--- config.mk ---
export PLATFORM = sky130hd
export DESIGN_NAME = arc_grp
export DESIGN_NICKNAME = d
export VERILOG_FILES = /design/src/hdl/arc_pkg.sv /design/src/hdl/arc_grp.sv
export SDC_FILE = /design/constraint.sdc
export NUM_CORES = 1
export LEC_CHECK = 0
export BUFFER_PORTS_ARGS = -buffer_cell sky130_fd_sc_hd__clkbuf_2
export CORE_AREA = 2 2 279 281
export DETAILED_ROUTE_END_ITERATION = 16
export DIE_AREA = 0 0 281 283
export PLACE_DENSITY = 0.38
export SYNTH_ARGS = -nofsm -noshare
export SYNTH_HDL_FRONTEND = slang
export SYNTH_SLANG_ARGS = --single-unit
--- constraint.sdc ---
create_clock -name clk -period 4.34 [get_ports clk]
set_clock_uncertainty 0.1 [all_clocks]
set_input_delay 0.868 -clock clk [delete_from_list [all_inputs] [get_ports clk]]
set_output_delay 0.868 -clock clk [all_outputs]
set_load 0.05 [all_outputs]
--- src/hdl/arc_pkg.sv ---
package arc_pkg;

  localparam int MAX_CAP = 64;
  localparam int KEY_W   = 32;
  localparam int DEPTH   = 2 * MAX_CAP;
  localparam int IDX_W   = $clog2(DEPTH);
  localparam int RANK_W  = 7;
  localparam int CAP_W   = 7;
  localparam int SIZE_W  = 8;
  localparam int GRP_N   = 16;
  localparam int GRP_CNT = DEPTH / GRP_N;
  localparam int GIDX_W  = $clog2(GRP_N);
  localparam int GSEL_W  = IDX_W - GIDX_W;

  typedef enum logic [1:0] {LIST_T1, LIST_T2, LIST_B1, LIST_B2} list_t;
  typedef enum logic [1:0] {OP_NONE, OP_UNLINK, OP_PUSH, OP_FLUSH} op_t;
  typedef enum logic [1:0] {Q_KEY, Q_LRU, Q_FREE} qmode_t;

  typedef struct packed {
    op_t               op;
    logic [IDX_W-1:0]  idx;
    list_t             tag;
    logic [RANK_W-1:0] rank;
    logic [KEY_W-1:0]  key;
  } cmd_t;

  typedef struct packed {
    qmode_t            mode;
    logic [KEY_W-1:0]  key;
    list_t             tag;
    logic [RANK_W-1:0] rank;
  } query_t;

  typedef struct packed {
    logic [KEY_W-1:0]  key;
    list_t             tag;
    logic [RANK_W-1:0] rank;
  } entry_t;

  typedef enum logic [4:0] {
    S_IDLE, S_W1, S_W2, S_DISP, S_HITPUSH, S_DIV, S_GREFIND, S_GUNL, S_GPUSH,
    S_DEL, S_DELU, S_REP, S_REPU, S_REPP, S_FREE, S_FREEP, S_DONE
  } state_t;

endpackage

--- src/hdl/arc_grp.sv ---
module arc_grp (
  input  logic                       clk,
  input  logic [arc_pkg::GRP_N-1:0]  match,
  input  arc_pkg::entry_t            ent [arc_pkg::GRP_N],
  output logic                       found_r,
  output logic [arc_pkg::GIDX_W-1:0] lidx_r,
  output arc_pkg::entry_t            ent_r
);

  logic                       found_nxt;
  logic [arc_pkg::GIDX_W-1:0] lidx_nxt;
  arc_pkg::entry_t            ent_nxt;

  // pick the lowest matching entry of the group
  always_comb begin
    found_nxt = 1'b0;
    lidx_nxt  = '0;
    ent_nxt   = ent[0];
    for (int i = arc_pkg::GRP_N - 1; i >= 0; i--) begin
      if (match[i]) begin
        found_nxt = 1'b1;
        lidx_nxt  = arc_pkg::GIDX_W'(i);
        ent_nxt   = ent[i];
      end
    end
  end

  always_ff @(posedge clk) begin
    found_r <= found_nxt;
    lidx_r  <= lidx_nxt;
    ent_r   <= ent_nxt;
  end

endmodule

# ---- Yosys cells after proc, flatten, opt, wreduce, memory -nomap -nowiden
# Index checks and enable logic that the tools add are counted.
dict set report classes {
  muxes 32
  reduce_logical 4
}
# op count
set ops {}
lappend ops {{41-bit 2-to-1 mux} 16}
lappend ops {{4-bit 2-to-1 mux} 8}
lappend ops {{15-bit OR reduction} 1}
lappend ops {{3-bit 2-to-1 mux} 4}
lappend ops {{8-bit OR reduction} 1}
lappend ops {{2-bit 2-to-1 mux} 2}
lappend ops {{4-bit OR reduction} 1}
lappend ops {{1-bit 2-to-1 mux} 2}
lappend ops {{2-bit OR reduction} 1}
dict set report totals {
  regBits 46
  input_bits 673
  output_inout_bits 46
  wordCells 44
}

# ---- Logic depth before layout (Yosys ltp)
dict set report depth {
  ltp_word 16
  mapped_depth 8
  mapped_depth_nobuf 5
}

# ---- Least setup slack after synthesis
# No wires, ideal clock.
dict set report synth_path {
  kind {input-to-reg}
  startpoint {in match[8] (netlist name)}
  endpoint {reg ent_r[10] (netlist name)}
  setup_time_ns 0.122
  arrival_ns 2.053
  slack_ns 2.065
  cell_stages 7
  path_buffers 2
  path_cell_list {buf_6 > or4_4 > buf_6 > a221oi_2 > o21ai_1 > a21oi_1 > o21ai_1}
}
# element line
set synth_lines {}
lappend synth_lines {{from (decl)} arc_grp.sv:3} ;# input logic [arc_pkg::GRP_N-1:0] match,
lappend synth_lines {{to (signal assigned)} arc_grp.sv:31} ;# ent_r <= ent_nxt;
lappend synth_lines {{to (decl)} arc_grp.sv:7} ;# output arc_pkg::entry_t ent_r

==> metrics.txt <==
worst path required time 4.50 ns; drt via density 4.27; post-CTS sizing 0; maximum vdd drop 0.136 mV; first-pass GRT wire length 96.6 mm; number of synthesis warnings 0; Post-synth EDFFs 0; fillers 8955; Post-Synthesis Cells 970; Ports 719; Post-Syn Nets 1643; critical path startpoint category input port; hold path depth 3; hold_buf cts 0; Clock Tree Buf Depth 2; Pleak 5.30 nW; Synth top area share 0.133; htree depth 2; most frequent cells in the layout clkbuf_2, a21oi_1, nor2_1; crit path DAT 3.46 ns; WS Path Type input port to flop; clk root buf clkbuf_16; max frequency 303 MHz; top cell type by total area after synthesis dfxtp_1; Total GRT Usage 0.176; slew margin rel. 0.242; Initial Utilization 0.0902; Multi-input gate area 5400 sq um; total power 2.34 mW; Worst-path clk slew 0.08 ns; number of port buffers 718; fin area 11900 sq um; maxcap violations 0; largest cells by area after synthesis dfxtp_1, o221ai_1, a21oi_1; final core utilization 0.155; total grt overflow 0; area delta synth->final 71.9%; Max stage delay on crit path 0.72 ns; RSZ-0062 raised after global routing false; Vias 11400; clk sinks 46; max-slew violations 0; final setup vio count 0; layout cells sized above 1 0.529; WL per Instance 27.4 um; Worst-Margin Slew 1.14 ns; HP Class input port to flop; Detail Route Antenna Nets 0; critical-path cell list clkbuf_2, buf_4, or3b_1, o22ai_1, a2111oi_0, o21ai_1, a2bb2oi_1; Final #Nets 2301; hold_sp ent[594]; post-CTS setup buffer count 0; commonest non-fill, non-tap cell in the layout clkbuf_2; initial antenna violation count 14; core area 76700 sq um; CTS tree done; syn avg cell area 7.13 sq um; status completed; synthesized flop and latch total 46; FP Rows 102; Placement Cell Area 11700 sq um; Die Footprint 79500 sq um; PD cells 197 nW/um^2; routability congestion estimate 0.871; die width 281 um; Most used DFF post-synth dfxtp_1; vias in the first global route 12000; register area 921 sq um; Netlist cell types 53; post-route setup TNS 0 ns; Tcrit/Tclk final 0.761; Max FO, Critical Path 19; DRC 0; largest net degree at the start of global routing 45; register area share after synthesis 0.133; Period minus WS final 3.30 ns; synthesized area 6920 sq um; 1st-iter DRT viols 686; post-synthesis async set-or-reset flop share 0; Die Y 283 um; CP max stage cell a2111oi_0; CP Launch Point match[12]; Initial DRT Pass Iterations 5; CP endpoint kind flop; hpwl dp 59.7 mm; final wirelength 73.4 mm; Final Hold Fails 0; total CTS buffers 5
[flip-flops by register name (all words and copies together), names as in the netlist]
name	flops
found_r	1
lidx_r	4
ent_r	41
[synthesized netlist by cell type (all sizes together), types with 9 or more instances]
library cell  instances
o31ai                14
nand2b               40
nand2                39
o221ai               53
o21ai                71
nand3                10
inv                  21
a221o                21
a2111oi              11
dfxtp                46
a221oi               73
a21oi                92
clkbuf               53
nor2b                11
o22ai                56
nor2                 81
a211oi                9
or3b                 13
buf                  60
a21o                 10
o211ai               42
nor3                 44
mux2                 37
a22oi                31
[worst paths after layout]
kind / end / slack [ns]
worst max-delay path: ent_r[1]$_DFF_P_ / 1.04
worst min-delay path: ent_r[20]$_DFF_P_ / 0.67
[report_power, final]
group | switching [mW] | internal, mW | leakage, nW
clock network | 0.255 | 0.349 | 0.0971
registers | 0.0169 | 0.466 | 0.386
logic | 0.796 | 0.460 | 4.81
total | 1.07 | 1.27 | 5.30
[cells by family after synthesis]
group                  after synthesis  synth area share
DFF                                 46             0.133
muxes                               37            0.0619
buffers and inverters              136            0.0937
and+or+nand+nor                    257             0.188
AOI/OAI and AO/OA                  494             0.524
[critical path, delay by kind of cell]
family / cells / cell delay, ns
AO/OA/AOI/OAI: 4 / 1.21
buffers and inverters: 2 / 0.77
AND/OR/NAND/NOR: 1 / 0.58
[metrics by stage]
step | std cells | hold WS [ns] | setup WS, ns
floorplan | 970 | 0.895 | 2.06
global placement | 2661 | 0.999 | 0.560
detailed placement | 2661 | 1.00 | 0.615
CTS | 2669 | 0.638 | 0.963
global route | 2673 | 0.661 | 0.911
finish | 2676 | 0.669 | 1.04
[metal layers]
metal | track usage | share of wire | vias to the layer above
met5 | 0 | 0.00093 | -
met4 | 0.0527 | 0.025 | 12
met3 | 0.0371 | 0.070 | 98
met2 | 0.315 | 0.50 | 658
met1 | 0.209 | 0.41 | 5439
li1 | - | - | 5220
[area by class of cell]
cell class	instances	share of cell area
Multi-Input combinational cell	788	0.454
Timing Repair Buffer	764	0.334
Sequential cell	46	0.0774
Antenna cell	7	0.00147
Inverter	23	0.00726
Clock inverter	2	0.00505
Tap cell	1040	0.109
Clock buffer	6	0.0117
Power figures use the tool's default switching activity.
