$ cat src/hdl/arc_pkg.sv
package arc_pkg;

  localparam int MAX_CAP = 64;
  localparam int KEY_W   = 32;
  localparam int DEPTH   = 2 * MAX_CAP;
  localparam int IDX_W   = $clog2(DEPTH);
  localparam int RANK_W  = 7;
  localparam int CAP_W   = 7;
  localparam int SIZE_W  = 8;
  localparam int GRP_N   = 16;
  localparam int GRP_CNT = DEPTH / GRP_N;
  localparam int GIDX_W  = $clog2(GRP_N);
  localparam int GSEL_W  = IDX_W - GIDX_W;

  typedef enum logic [1:0] {LIST_T1, LIST_T2, LIST_B1, LIST_B2} list_t;
  typedef enum logic [1:0] {OP_NONE, OP_UNLINK, OP_PUSH, OP_FLUSH} op_t;
  typedef enum logic [1:0] {Q_KEY, Q_LRU, Q_FREE} qmode_t;

  typedef struct packed {
    op_t               op;
    logic [IDX_W-1:0]  idx;
    list_t             tag;
    logic [RANK_W-1:0] rank;
    logic [KEY_W-1:0]  key;
  } cmd_t;

  typedef struct packed {
    qmode_t            mode;
    logic [KEY_W-1:0]  key;
    list_t             tag;
    logic [RANK_W-1:0] rank;
  } query_t;

  typedef struct packed {
    logic [KEY_W-1:0]  key;
    list_t             tag;
    logic [RANK_W-1:0] rank;
  } entry_t;

  typedef enum logic [4:0] {
    S_IDLE, S_W1, S_W2, S_DISP, S_HITPUSH, S_DIV, S_GREFIND, S_GUNL, S_GPUSH,
    S_DEL, S_DELU, S_REP, S_REPU, S_REPP, S_FREE, S_FREEP, S_DONE
  } state_t;

endpackage

$ cat src/hdl/arc_div.sv
module arc_div (
  input  logic                      clk,
  input  logic                      rst_n,
  input  logic                      start,
  input  logic [arc_pkg::SIZE_W-1:0] num,
  input  logic [arc_pkg::SIZE_W-1:0] den,
  output logic                      done_r,
  output logic [arc_pkg::SIZE_W-1:0] quo_r
);

  localparam int CNT_W = $clog2(arc_pkg::SIZE_W);

  logic                       busy_r;
  logic [CNT_W-1:0]           cnt_r;
  logic [arc_pkg::SIZE_W:0]   rem_r;
  logic [arc_pkg::SIZE_W-1:0] den_r;
  logic [arc_pkg::SIZE_W:0]   rem_sh;
  logic                       ge;

  // one restoring step per cycle
  always_comb begin
    rem_sh = {rem_r[arc_pkg::SIZE_W-1:0], quo_r[arc_pkg::SIZE_W-1]};
    ge     = rem_sh >= {1'b0, den_r};
  end

  always_ff @(posedge clk) begin
    if (!rst_n) begin
      busy_r <= 1'b0;
      done_r <= 1'b0;
      cnt_r  <= '0;
    end else if (start) begin
      busy_r <= 1'b1;
      done_r <= 1'b0;
      cnt_r  <= '0;
      rem_r  <= '0;
      quo_r  <= num;
      den_r  <= den;
    end else if (busy_r) begin
      rem_r <= ge ? rem_sh - {1'b0, den_r} : rem_sh;
      quo_r <= {quo_r[arc_pkg::SIZE_W-2:0], ge};
      cnt_r <= cnt_r + 1'b1;
      if (cnt_r == CNT_W'(arc_pkg::SIZE_W - 1)) begin
        busy_r <= 1'b0;
        done_r <= 1'b1;
      end
    end else begin
      done_r <= 1'b0;
    end
  end

endmodule

$ cat config.mk
export PLATFORM = sky130hd
export DESIGN_NAME = arc_div
export DESIGN_NICKNAME = d
export VERILOG_FILES = /design/src/hdl/arc_pkg.sv /design/src/hdl/arc_div.sv
export SDC_FILE = /design/constraint.sdc
export NUM_CORES = 1
export LEC_CHECK = 0
export BUFFER_PORTS_ARGS = -buffer_cell sky130_fd_sc_hd__clkbuf_2
export CAP_MARGIN = 25
export CORE_MARGIN = 2
export CORE_UTILIZATION = 30
export DETAILED_ROUTE_END_ITERATION = 12
export GPL_TIMING_DRIVEN = 0
export PLACE_DENSITY_LB_ADDON = 0.2
export RECOVER_POWER = 25
export SYNTH_ARGS = -nofsm -noshare
export SYNTH_HDL_FRONTEND = slang
export SYNTH_SLANG_ARGS = --single-unit
$ cat constraint.sdc
create_clock -name clk -period 6.7 [get_ports clk]
set_input_delay 0 -clock clk [delete_from_list [all_inputs] [get_ports clk]]
set_output_delay 0 -clock clk [all_outputs]
set_load 0.02 [all_outputs]
# ---- Word-level counts from Yosys, hierarchy flattened
# Index checks and enable logic that the tools add are counted.
dict set report totals {
  regBits 29
  out_inout_bits 9
  input_bits 19
}
dict set report classes {
  n_bitwise 2
  n_eq_ne 1
  n_reduce_logical 5
  mux 7
  magnitude_cmp 1
  addsub 2
}
# operator n
set op_table {}
lappend op_table {{$mux W8} 4}
lappend op_table {{$ge A9 B8 Y1} 1}
lappend op_table {{$sub A8 B8 Y8} 1}
lappend op_table {{$reduce_and A2 Y1} 2}
lappend op_table {{$add A3 B1 Y3 const B} 1}
lappend op_table {{$eq A3 B3 Y1 const B} 1}
lappend op_table {{$mux W1} 3}
lappend op_table {{$reduce_or A3 Y1} 1}
lappend op_table {{$not A1 Y1} 2}
lappend op_table {{$reduce_bool A2 Y1} 1}
lappend op_table {{$reduce_or A2 Y1} 1}

# ---- Logic depth before layout (Yosys ltp)
dict set report logic_depth {
  word_depth 4
  mapped_depth 9
  depth_no_buf 9
}

# ---- Least setup slack after synthesis
# OpenSTA, ideal clock, no wires.
dict set report synth_timing {
  kind {register to register}
  start {register quo_r[7] in the netlist's numbering}
  end {register rem_r[6] in the netlist's numbering (data pin)}
  arrival_ns 2.007
  setup_ns 0.180
  n_path_buf 0
  stages_incl_launch_ff 10
  path_slack_ns 4.513
  required_time_ns 6.520
  synth_period_minus_slack_ns 2.187
  cell_sequence {edfxtp_1 > inv_1 > ha_1 > fa_1 > nor2b_1 > o21a_1 > o21a_1 > o21a_1 > nor3_1 > o41ai_2}
}
dict set report synth_between {
  elab_chain_cells 3
  elab_cells_between_ends 4
  cone_classes {add/sub (1); order compare (1); mux (2)}
}
# item line
set synth_lines {}
lappend synth_lines {{from (decl)} arc_div.sv:8} ;# output logic [arc_pkg::SIZE_W-1:0] quo_r
lappend synth_lines {{from (signal assigned)} arc_div.sv:36} ;# quo_r <= num;
lappend synth_lines {{from (signal assigned)} arc_div.sv:40} ;# quo_r <= {quo_r[arc_pkg::SIZE_W-2:0], ge};
lappend synth_lines {{$sub A8 B8 Y8 or $ge A9 B8 Y1 (tied branches)} {arc_div.sv:39, arc_div.sv:23}}
lappend synth_lines {{$mux W8 *} arc_div.sv:39} ;# rem_r <= ge ? rem_sh - {1'b0, den_r} : rem_sh;
lappend synth_lines {{$mux W8 *} arc_div.sv:38} ;# end else if (busy_r) begin
lappend synth_lines {{to (signal assigned)} arc_div.sv:39}
lappend synth_lines {{to (decl)} arc_div.sv:15} ;# logic [arc_pkg::SIZE_W:0] rem_r;
# Every way passes the cells marked *; elsewhere a longest branch is shown, timed or not. The select of a mux whose other input is x is not followed.
# A chain may end at the register's enable or synchronous reset.

# ---- Worst setup path after layout
dict set report layout_timing {
  start {register rem_r[0] in the netlist's numbering}
  end {register rem_r[4] in the netlist's numbering (data pin)}
}
dict set report layout_between {
  elab_chain_cells 3
  elab_cells_between_ends 4
  cone_classes {add/sub (1); order compare (1); mux (2)}
}
# item line
set layout_lines {}
lappend layout_lines {{$sub A8 B8 Y8 or $ge A9 B8 Y1 (tied branches)} {arc_div.sv:39, arc_div.sv:23}}
lappend layout_lines {{$mux W8 *} arc_div.sv:39}
lappend layout_lines {{$mux W8 *} arc_div.sv:38}
# Marked as above.

==> qor.yml <==
p_seq_share_pct: 43.7
slew_headroom_pct: 48.6
clock-root-buffer: "clkbuf_8"
synth_ff_type: "edfxtp_1"
irDropWorstVdd_mv: 0.116
drc: 0
htree_levels: 2
cts_buffers: 5
dieArea_um2: 5930
power_density_nw_per_um2: 248
avgRoutedWirePerCell_um: 13.7
p_int_mw: 0.367
grt_max_degree: 17
crit_path_start_kind: "flop"
die_y_um: 77.0
antenna_left: 0
drive_gt1_share_pct: 26.9
regArea_um2: 821
path_class: "flop to flop"
r2r_cells: 8
p_leak_nw: 0.800
grt_usage_pct: 11.8
synthArstFlopShare_pct: 0
post_cts_resized: 0
grt_pass1_vias: 1180
p_clk_share_pct: 34.6
drt_iter0_drc: 51
yosys_register_bits: 29
fillers: 525
grt_overflow_total: 0
num_rows: 26
portBuffers: 26
post_cts_buffers: 0
dpl.hpwl_um: 2340
crit_fanout: 8
fin_setup_tns_ns: 0
cts_tree: "done"
fin_worst_skew_ns: 0.00851
cts.sinks: 29
clock_latency_ns: 0.28
clk_pin_slew_ns: 0.06
period_share_pct: 36.2
rr_startpoint: "rem_r[0]"
r2r_slack_ns: 4.27
netlist_area_um2: 1600
antenna_found_initial: 0
holdCritPathClass: "input port to flop"
avgSynthCellArea_um2: 12.9
syn2layout_area_growth_pct: 25.9
synth_edf_count: 24
wirelength_um: 3250
finalHoldViolCount: 0
start_util_pct: 31.1
rsz0062_at_grt: "false"
drt_first_pass_iters: 4
yosysWarnings: 0
synth_cell_types: 35
whs_path_depth: 2
cp.required_ns: 6.70
grt_pass1_wl_um: 5490
via_count: 1092
setup_viol: 0
multi_input_comb_area_um2: 707
holdPathEnd: "quo_r[5]"
holdWs_ns: 0.0238
cts_buffer_depth: 2
cp-end-kind: "flop"
comb_power_share_pct: 21.6
nets: 196
swShare_pct: 26.6
place_congestion: 0.741
worstPathArrival_ns: 2.43
p_switching_mw: 0.133
min_period_ns: 2.43
antennaDiodeCount: 0
tightestPinTransition_ns: 0.771
syn_inst: 124
die_w_um: 77.0
fmaxAchievable_mhz: 412
max_cap_violations: 0
vias_per_cell: 4.61
status: "finished clean"
core_area_um2: 5140
io_pins: 28
min_from: "num[5]"
reg2reg_to: "rem_r[4]"
ys_seq_area_share_pct: 51.3
syn_nets: 154
drv_slew: 0
[per-stage QoR]
stage          util, %  cells  setup slack [ns]  total power, mW  cell area (µm²)
2_1_floorplan        -    124              4.51            0.301             1600
4_1_cts           39.3    237              4.28            0.507             2020
3_3_place_gp      35.3    220              4.32            0.325             1820
6_report          39.2    237              4.27            0.500             2010
3_5_place_dp      35.3    220              4.32            0.327             1820
5_1_grt           39.2    237              4.18            0.526             2010
[kinds of logic after synthesis]
group                      Yosys count  synth area share (%)
AOI/OAI and AO/OA                   25                  14.9
xor gates and xnor gates             3                  1.64
adders and majority gates           11                  9.08
buffers and inverters               17                  4.46
DFF                                 29                  51.3
muxes                               10                  6.81
and+or+nand+nor                     29                  11.7
[power by group through the flow]
stage,registers (mW),clock network [mW],logic (mW)
final,0.218,0.173,0.108
after global routing,0.220,0.187,0.119
after CTS,0.218,0.180,0.110
after detailed placement,0.222,0,0.105
after global placement,0.222,0,0.103
after floorplan,0.225,0,0.0764
[flip-flops by register name, indices dropped and copies added, names as in the netlist]
| register | count |
|---|---|
| quo_r | 8 |
| den_r | 8 |
| busy_r | 1 |
| cnt_r | 3 |
| done_r | 1 |
| rem_r | 8 |
[Yosys cell counts, types with 3 or more instances]
cell      number  share of area [%]
o21a_1         6                2.8
nor2_1         8                1.9
mux2_2         7                4.9
o31ai_1        3                1.4
nand4b_1       6                3.3
nor3_1         3               0.94
xnor2_1        3                1.6
edfxtp_1      24                 45
o21ai_0        3               0.94
ha_1          10                7.8
inv_1         12                2.8
o41ai_2        3                3.1
dfxtp_1        5                6.3
nor2b_1        3                1.2
mux2i_1        3                1.9
[what timing repair did]
action                     CTS  global route
setup endpoints to repair    0             0
hold endpoints to repair     9             0
hold buffers                 9             0
[critical path, stage by stage, from the launching register on]
cell and delay [ns]:
edfxtp_1 0.43, ha_1 0.35, nor2b_4 0.14, nor2_2 0.12, o221ai_4 0.15, o311ai_4 0.50, and2_4 0.22, buf_6 0.15
o41ai_2 0.10
[metal layers]
layer	up-vias	GRT usage [%]	wire, µm
met5	-	0	0
met3	7	2.94	128
met1	525	14.4	1380
met4	0	4.64	60
li1	541	-	-
met2	19	20.1	1680
[cells in the final DEF (no fill, tap or decap), drive strengths merged]
cell type / Yosys / final
o311ai: 1 / 1
a31oi: 1 / 1
buf: 3 / 3
ha: 10 / 10
o31ai: 3 / 3
mux2i: 3 / 3
dfxtp: 5 / 5
o21a: 6 / 6
nand2b: 2 / 2
a21oi: 3 / 3
inv: 12 / 12
edfxtp: 24 / 24
xnor2: 3 / 3
a21boi: 1 / 1
o41ai: 3 / 3
nor3: 3 / 3
nand4b: 6 / 6
mux2: 7 / 7
o221ai: 1 / 1
fa: 1 / 1
a21o: 2 / 2
clkinvlp: 0 / 1
and2: 2 / 2
nor2: 9 / 9
a211oi: 1 / 1
and2b: 1 / 1
nand4: 1 / 1
clkbuf: 2 / 35
dlygate4sd3: 0 / 9
nor2b: 4 / 4
nand3: 1 / 1
o21ai: 3 / 3
[layout make-up]
type                    instances  share of cell area (%)
repair buffers                 35                    10.5
clock buffers                   7                    5.34
multi-input cells              78                    35.1
well taps                      70                    4.35
clock inverters                 1                   0.373
inverters                      12                    2.24
flip-flops and latches         29                    40.8
plain buffers                   5                    1.31
[worst max path at each step]
stage	start	end	slack [ns]	cells past startpoint
2_1_floorplan	quo_r[7]	rem_r[6]	4.51	9
3_3_place_gp	rem_r[0]	rem_r[2]	4.32	8
3_5_place_dp	rem_r[0]	rem_r[4]	4.32	8
4_1_cts	rem_r[0]	rem_r[4]	4.28	8
5_1_grt	rem_r[0]	rem_r[4]	4.18	8
6_report	rem_r[0]	rem_r[4]	4.27	8
Note: power is estimated with default switching activity, not from simulation.
