File: src/hdl/arc_pkg.sv
package arc_pkg;

  localparam int MAX_CAP = 64;
  localparam int KEY_W   = 32;
  localparam int DEPTH   = 2 * MAX_CAP;
  localparam int IDX_W   = $clog2(DEPTH);
  localparam int RANK_W  = 7;
  localparam int CAP_W   = 7;
  localparam int SIZE_W  = 8;
  localparam int GRP_N   = 16;
  localparam int GRP_CNT = DEPTH / GRP_N;
  localparam int GIDX_W  = $clog2(GRP_N);
  localparam int GSEL_W  = IDX_W - GIDX_W;

  typedef enum logic [1:0] {LIST_T1, LIST_T2, LIST_B1, LIST_B2} list_t;
  typedef enum logic [1:0] {OP_NONE, OP_UNLINK, OP_PUSH, OP_FLUSH} op_t;
  typedef enum logic [1:0] {Q_KEY, Q_LRU, Q_FREE} qmode_t;

  typedef struct packed {
    op_t               op;
    logic [IDX_W-1:0]  idx;
    list_t             tag;
    logic [RANK_W-1:0] rank;
    logic [KEY_W-1:0]  key;
  } cmd_t;

  typedef struct packed {
    qmode_t            mode;
    logic [KEY_W-1:0]  key;
    list_t             tag;
    logic [RANK_W-1:0] rank;
  } query_t;

  typedef struct packed {
    logic [KEY_W-1:0]  key;
    list_t             tag;
    logic [RANK_W-1:0] rank;
  } entry_t;

  typedef enum logic [4:0] {
    S_IDLE, S_W1, S_W2, S_DISP, S_HITPUSH, S_DIV, S_GREFIND, S_GUNL, S_GPUSH,
    S_DEL, S_DELU, S_REP, S_REPU, S_REPP, S_FREE, S_FREEP, S_DONE
  } state_t;

endpackage

File: src/hdl/arc_cell.sv
module arc_cell (
  input  logic                     clk,
  input  logic                     rst_n,
  input  logic [arc_pkg::IDX_W-1:0] cell_idx,
  input  arc_pkg::cmd_t            cmd,
  input  arc_pkg::query_t          query,
  output logic                     match,
  output arc_pkg::entry_t          entry
);

  logic                        valid_r;
  logic [arc_pkg::KEY_W-1:0]   key_r;
  arc_pkg::list_t              tag_r;
  logic [arc_pkg::RANK_W-1:0]  rank_r;

  // compare this entry against the broadcast query
  always_comb begin
    case (query.mode)
      arc_pkg::Q_KEY:  match = valid_r && (key_r == query.key);
      arc_pkg::Q_LRU:  match = valid_r && (tag_r == query.tag) && (rank_r == query.rank);
      arc_pkg::Q_FREE: match = !valid_r;
      default:         match = 1'b0;
    endcase
  end

  assign entry.key  = key_r;
  assign entry.tag  = tag_r;
  assign entry.rank = rank_r;

  // apply the broadcast list operation to this entry
  always_ff @(posedge clk) begin
    if (!rst_n) begin
      valid_r <= 1'b0;
      tag_r   <= arc_pkg::LIST_T1;
      rank_r  <= '0;
    end else begin
      case (cmd.op)
        arc_pkg::OP_UNLINK: begin
          if (cmd.idx == cell_idx) begin
            valid_r <= 1'b0;
          end else if (valid_r && tag_r == cmd.tag && rank_r > cmd.rank) begin
            rank_r <= rank_r - 1'b1;
          end
        end
        arc_pkg::OP_PUSH: begin
          if (cmd.idx == cell_idx) begin
            valid_r <= 1'b1;
            key_r   <= cmd.key;
            tag_r   <= cmd.tag;
            rank_r  <= '0;
          end else if (valid_r && tag_r == cmd.tag) begin
            rank_r <= rank_r + 1'b1;
          end
        end
        arc_pkg::OP_FLUSH: valid_r <= 1'b0;
        default: ;
      endcase
    end
  end

endmodule

File: config.mk
export PLATFORM = sky130hd
export DESIGN_NAME = arc_cell
export DESIGN_NICKNAME = d
export VERILOG_FILES = /design/src/hdl/arc_pkg.sv /design/src/hdl/arc_cell.sv
export SDC_FILE = /design/constraint.sdc
export NUM_CORES = 1
export LEC_CHECK = 0
export BUFFER_PORTS_ARGS = -buffer_cell sky130_fd_sc_hd__buf_2
export CORE_MARGIN = 2
export CORE_UTILIZATION = 47
export DETAILED_ROUTE_END_ITERATION = 6
export MAX_ROUTING_LAYER = met4
export PLACE_DENSITY = 0.93
export SETUP_SLACK_MARGIN = 0.05
export SLEW_MARGIN = 20
export SYNTH_ARGS = -nofsm -noshare
export SYNTH_HDL_FRONTEND = slang
export SYNTH_SLANG_ARGS = --single-unit
File: constraint.sdc
create_clock -name clk -period 5.1 [get_ports clk]
set_clock_uncertainty 0.1 [all_clocks]
set_input_delay 0.765 -clock clk [delete_from_list [all_inputs] [get_ports clk]]
set_output_delay 0.765 -clock clk [all_outputs]
set_load 0.02 [all_outputs]
; ---- Word level (Yosys, flattened, before mapping)
; Index checks and enable logic that the tools add are counted.
[word_totals]
ramBits = 0
n_memories = 0
reg_bits = 42
romBits = 0
input_bits = 102
out_inout_bits = 42
latch_bits = 0
wordCells = 44
[op_classes]
n_mux = 9
order_cmp = 1
reduce_logical = 13
shifts = 0
n_div = 0
eq_ne = 15
n_mul = 0
addsub = 2
bitwise = 0
[op_table]
columns = op, count
row1 = 32-bit equality test, 1
row2 = 7-bit 2-to-1 mux, 4
row3 = 7-bit equality test, 2
row4 = 7-bit one-hot mux with 2 select lines, 1
row5 = 2-bit inequality test (second input constant), 4
row6 = 7-bit by 1-bit adder with 7-bit output (second input constant), 1
row7 = 7-bit greater-than comparator, 1
row8 = 7-bit by 1-bit subtractor with 7-bit output (second input constant), 1
row9 = 2-bit equality test (second input constant), 3
row10 = 1-bit one-hot mux with 3 select lines, 2
row11 = 3-bit AND reduction, 2
row12 = 1-bit logical AND, 5
row13 = 2-bit by 1-bit equality test with 1-bit output (second input constant), 2
row14 = 2-bit equality test, 2
row15 = 4-bit AND reduction, 1
row16 = 3-bit inequality test (second input constant), 1
row17 = 3-bit nonzero test, 1
row18 = 2-bit logical NOT, 1
row19 = 1-bit 2-to-1 mux, 2
row20 = 2-bit AND reduction, 1
row21 = 2-bit nonzero test, 1
row22 = 1-bit logical NOT, 1

; ---- Longest topological paths before layout
[depth]
ltp_word = 6
depth_mapped = 10

; ---- Worst setup path after synthesis
; OpenSTA, ideal clock, no wires.
[synth_path]
kind = input to register
startpoint = input port cell_idx[6] (netlist name)
endpoint = register key_r[0] (netlist name), enable pin
n_path_buf = 1
cell_stages = 5
arrival_time_ns = 2.466
setup_time_ns = 0.392
t_required_ns = 4.608
slack_ns = 2.142
cell_sequence = xor2_1 > nor4_4 > and3_1 > clkbuf_1 > and2_1
[synth_between]
elab_chain_cells = 2
[synth_lines]
columns = item, line_no
row1 = start: declaration, arc_cell.sv:4  ; input logic [arc_pkg::IDX_W-1:0] cell_idx,
row2 = 7-bit equality test, arc_cell.sv:46  ; if (cmd.idx == cell_idx) begin
row3 = 3-bit AND reduction (no source line), -
row4 = end signal: assignment, arc_cell.sv:48  ; key_r <= cmd.key;
row5 = end: declaration, arc_cell.sv:12  ; logic [arc_pkg::KEY_W-1:0] key_r;
; No other way between the ends.
; A chain may end at the register's enable or synchronous reset.

; ---- Final worst setup path
[layout_path]
startpoint = input port query[13] (netlist name)
endpoint = output port match
[layout_between]
elab_chain_cells = 3
[layout_lines]
columns = item, line_no
row1 = start: declaration, arc_cell.sv:6  ; input arc_pkg::query_t query,
row2 = 32-bit equality test, arc_cell.sv:19  ; arc_pkg::Q_KEY: match = valid_r && (key_r == query.key);
row3 = 1-bit logical AND, arc_cell.sv:19
row4 = 1-bit one-hot mux with 3 select lines, arc_cell.sv:18  ; case (query.mode)
row5 = end: declaration, arc_cell.sv:7  ; output logic match,
; No other way between the ends.

==> impl_metrics.csv <==
group,metric,value,unit
worst_setup_path,r2r-end,"rank_r[5]",
placement,gp_congestion,0.928,
logic_synthesis,syn_inst,212,
clock_network,clock-sinks,42,
clock_network,root_buffer,"clkbuf_8",
sta,final_max_slew_viol_count,0,
floorplanning,die_area,5700,um2
global_routing,grt_max_degree,33,
clock_network,clkTransAtPathRegs,0.08,ns
route,drt-initial-drc-count,93,
pwr,pwr_density_cell,203,nW/um2
floorplanning,die_w,75.5,um
floorplanning,core.rowCount,26,
clock_network,cts_buffer_depth,2,
sta,worstMarginPinSlew,0.560,ns
route,via_per_inst,5.22,
worst_setup_path,cp_slowest_cell,"or3_1",
placement,portBuffers,143,
logic_synthesis,post_synth_most_frequent_cells,"xor2_1 (35), edfxtp_1 (32), xnor2_1 (16)",
sta,min_period,3.06,ns
hold_path,hold_path_class,"reg2reg",
sta,fin_crit_sh,60.0,%
finish,final_nets,467,
hold_path,min_to,"valid_r",
floorplanning,initial_core_util,48.0,%
global_routing,grt_pass1_vias,2172,
logic_synthesis,ys_seq_area_share,48.3,%
worst_setup_path,cp_num_buf_inv,2,
route,routed_wl,6470,um
clock_network,insertion_delay,0.28,ns
route,first_pass_iters,4,
global_routing,grt_overflow,0,
worst_setup_path,path_max_fanout,1,
sta,relSlewSlack,62.7,%
worst_setup_path,critPathKind,"in2out",
logic_synthesis,yosysTopAreaCell,"edfxtp_1",
worst_setup_path,cp-start-kind,"input port",
worst_setup_path,crit_chain,"buf_2, xnor2_1, nand4_1, or3_1, nor3_1, o211ai_1, o31ai_1, buf_2",
logic_synthesis,async_flop_share,0,%
route,wire_per_inst,15.1,um
sta,setup_violations,0,
logic_synthesis,synth_top_flop_cell,"edfxtp_1",
logic_synthesis,post_synth.cell_area_avg,11.3,um2
route,drc,0,
run,maxCapViolCount,0,
hold_path,hold_start,"valid_r",
sta,fin_hold_ws,0.472,ns
pwr,peakVddDrop,0.107,mV
worst_setup_path,critPathTopFamily,"simple AND/OR/NAND/NOR gates",
logic_synthesis,netlist_area,2400,um2
clock_network,post_cts_buffers,0,
worst_setup_path,crit_arrival,2.20,ns
logic_synthesis,yosysMostFrequentCell,"xor2_1",
logic_synthesis,synth-warning-count,0,
pwr,p_leak,1.43,nW
global_routing,grt_use_total,22.9,%
floorplanning,dieHeight,75.5,um
hold_path,holdPathStages,2,
finish,num_antenna_cells,0,
logic_synthesis,synth_area_leaders,"edfxtp_1 (40%), xor2_1 (13%), dfxtp_1 (8.3%)",
worst_setup_path,reg2reg_slack,2.61,ns
global_routing,grt_pass1_wl,9530,um
logic_synthesis,synth_top_area_share,40.0,%
clock_network,cts_hold_buf,0,
placement,hpwl,5200,um
floorplanning,pin_count,144,
logic_synthesis,synth-seq-cells,42,
worst_setup_path,crit_required,4.24,ns
worst_setup_path,worstSetupEndpointType,"output port",
route,dr_total_vias,2227,
clock_network,post_cts_resized,0,
clock_network,cts_tree,"done",
logic_synthesis,synth-edff-count,32,
finish,drive_gt1_share,44.0,%
clock_network,cts-buffers-inserted,5,
sta,hold_viol_final,0,
worst_setup_path,r2r-start,"rank_r[0]",
finish,utilization,65.1,%
floorplanning,core_area,5010,um2
sta,clock.fmax,0.327,GHz
worst_setup_path,reg2reg_depth,8,
clock_network,htree_levels,2,
global_routing,antenna_found_initial,0,
route,ant_nets,0,
sta,rsz0062_at_grt,"false",
run_status,outcome,"completed",
worst_setup_path,max_stage_delay,0.38,ns
placement,placed_cells,419,
worst_setup_path,crit_path_frequent_cell,"buf_2",
logic_synthesis,syn_nets,323,
finish,instances_no_fill,427,
logic_synthesis,yosys.cell_types.count,49,
finish,syn2layout_area_growth,35.7,%
sta,fin_setup_tns,0,ns
[state kept, by name, indices dropped and copies added (netlist names)]
signal   flops
tag_r        2
rank_r       7
valid_r      1
key_r       32
[layout make-up]
cell class | count | area, um2
tap | 70 | 87.6
clock inverter | 3 | 16.3
fill | 410 | 1750
inverter | 10 | 37.5
clock buffer | 5 | 68.8
multi-input combinational | 153 | 1170
sequential | 42 | 1160
timing repair buffer | 144 | 723
[cells in the final DEF (no fill, tap or decap), types with 7 or more instances in the layout]
cell type and instances:
ha_1 9, xnor2_1 16, nor4_1 8, nand2_1 7
a21oi_1 11, inv_1 9, buf_2 143, dfxtp_1 10
nor2_1 8, edfxtp_1 32, xor2_1 35
[stage by stage]
stage / worst slack, ns / total power [mW] / instance area [um2]
floorplan: 2.14 / 0.413 / 2400
global placement: 2.06 / 0.460 / 3180
detailed placement: 2.04 / 0.464 / 3180
CTS: 2.02 / 0.669 / 3260
global route: 1.91 / 0.692 / 3260
finish: 2.04 / 0.663 / 3260
[routing by layer]
metal | share of wire (%) | vias up | track usage, %
met2 | 51 | 127 | 41.5
met5 | 0 | - | -
li1 | - | 1063 | -
met3 | 10 | 14 | 4.63
met4 | 2.1 | 0 | 10.3
met1 | 37 | 1023 | 23.6
[worst max path at each step]
stage / start / slack, ns / end / cells past startpoint
floorplan: cell_idx[6] / 2.14 / key_r[0] / 5
global placement: query[28] / 2.06 / match / 8
detailed placement: query[33] / 2.04 / match / 8
CTS: query[33] / 2.02 / match / 8
global route: query[28] / 1.91 / match / 8
finish: query[13] / 2.04 / match / 8
[where the power goes]
| group | total, mW | switching [mW] | internal, mW | leakage [nW] |
|---|---|---|---|---|
| registers | 0.369 | 0.000954 | 0.368 | 0.368 |
| clock network | 0.207 | 0.113 | 0.0938 | 0.0416 |
| logic | 0.0882 | 0.0404 | 0.0477 | 1.02 |
[worst reg2reg max path, cell delays in order (launching register included)]
cell	delay, ns
dfxtp_1	0.58
inv_1	0.13
ha_1	0.20
nand3b_1	0.16
a21oi_1	0.14
o211ai_1	0.20
o32ai_4	0.52
a21oi_1	0.14
a311oi_1	0.25
[kinds of logic (layout without fill, tap and decap cells)]
logic type | Yosys count | in the layout | synth area share (%)
AOI/OAI and AO/OA | 38 | 38 | 11.5
xor gates and xnor gates | 51 | 51 | 18.6
adders and majority gates | 9 | 9 | 4.69
buffers and inverters | 17 | 162 | 3.17
DFF | 42 | 42 | 48.3
muxes | 3 | 3 | 1.25
and+or+nand+nor | 52 | 52 | 12.5
(Power assumes the default switching activity.)
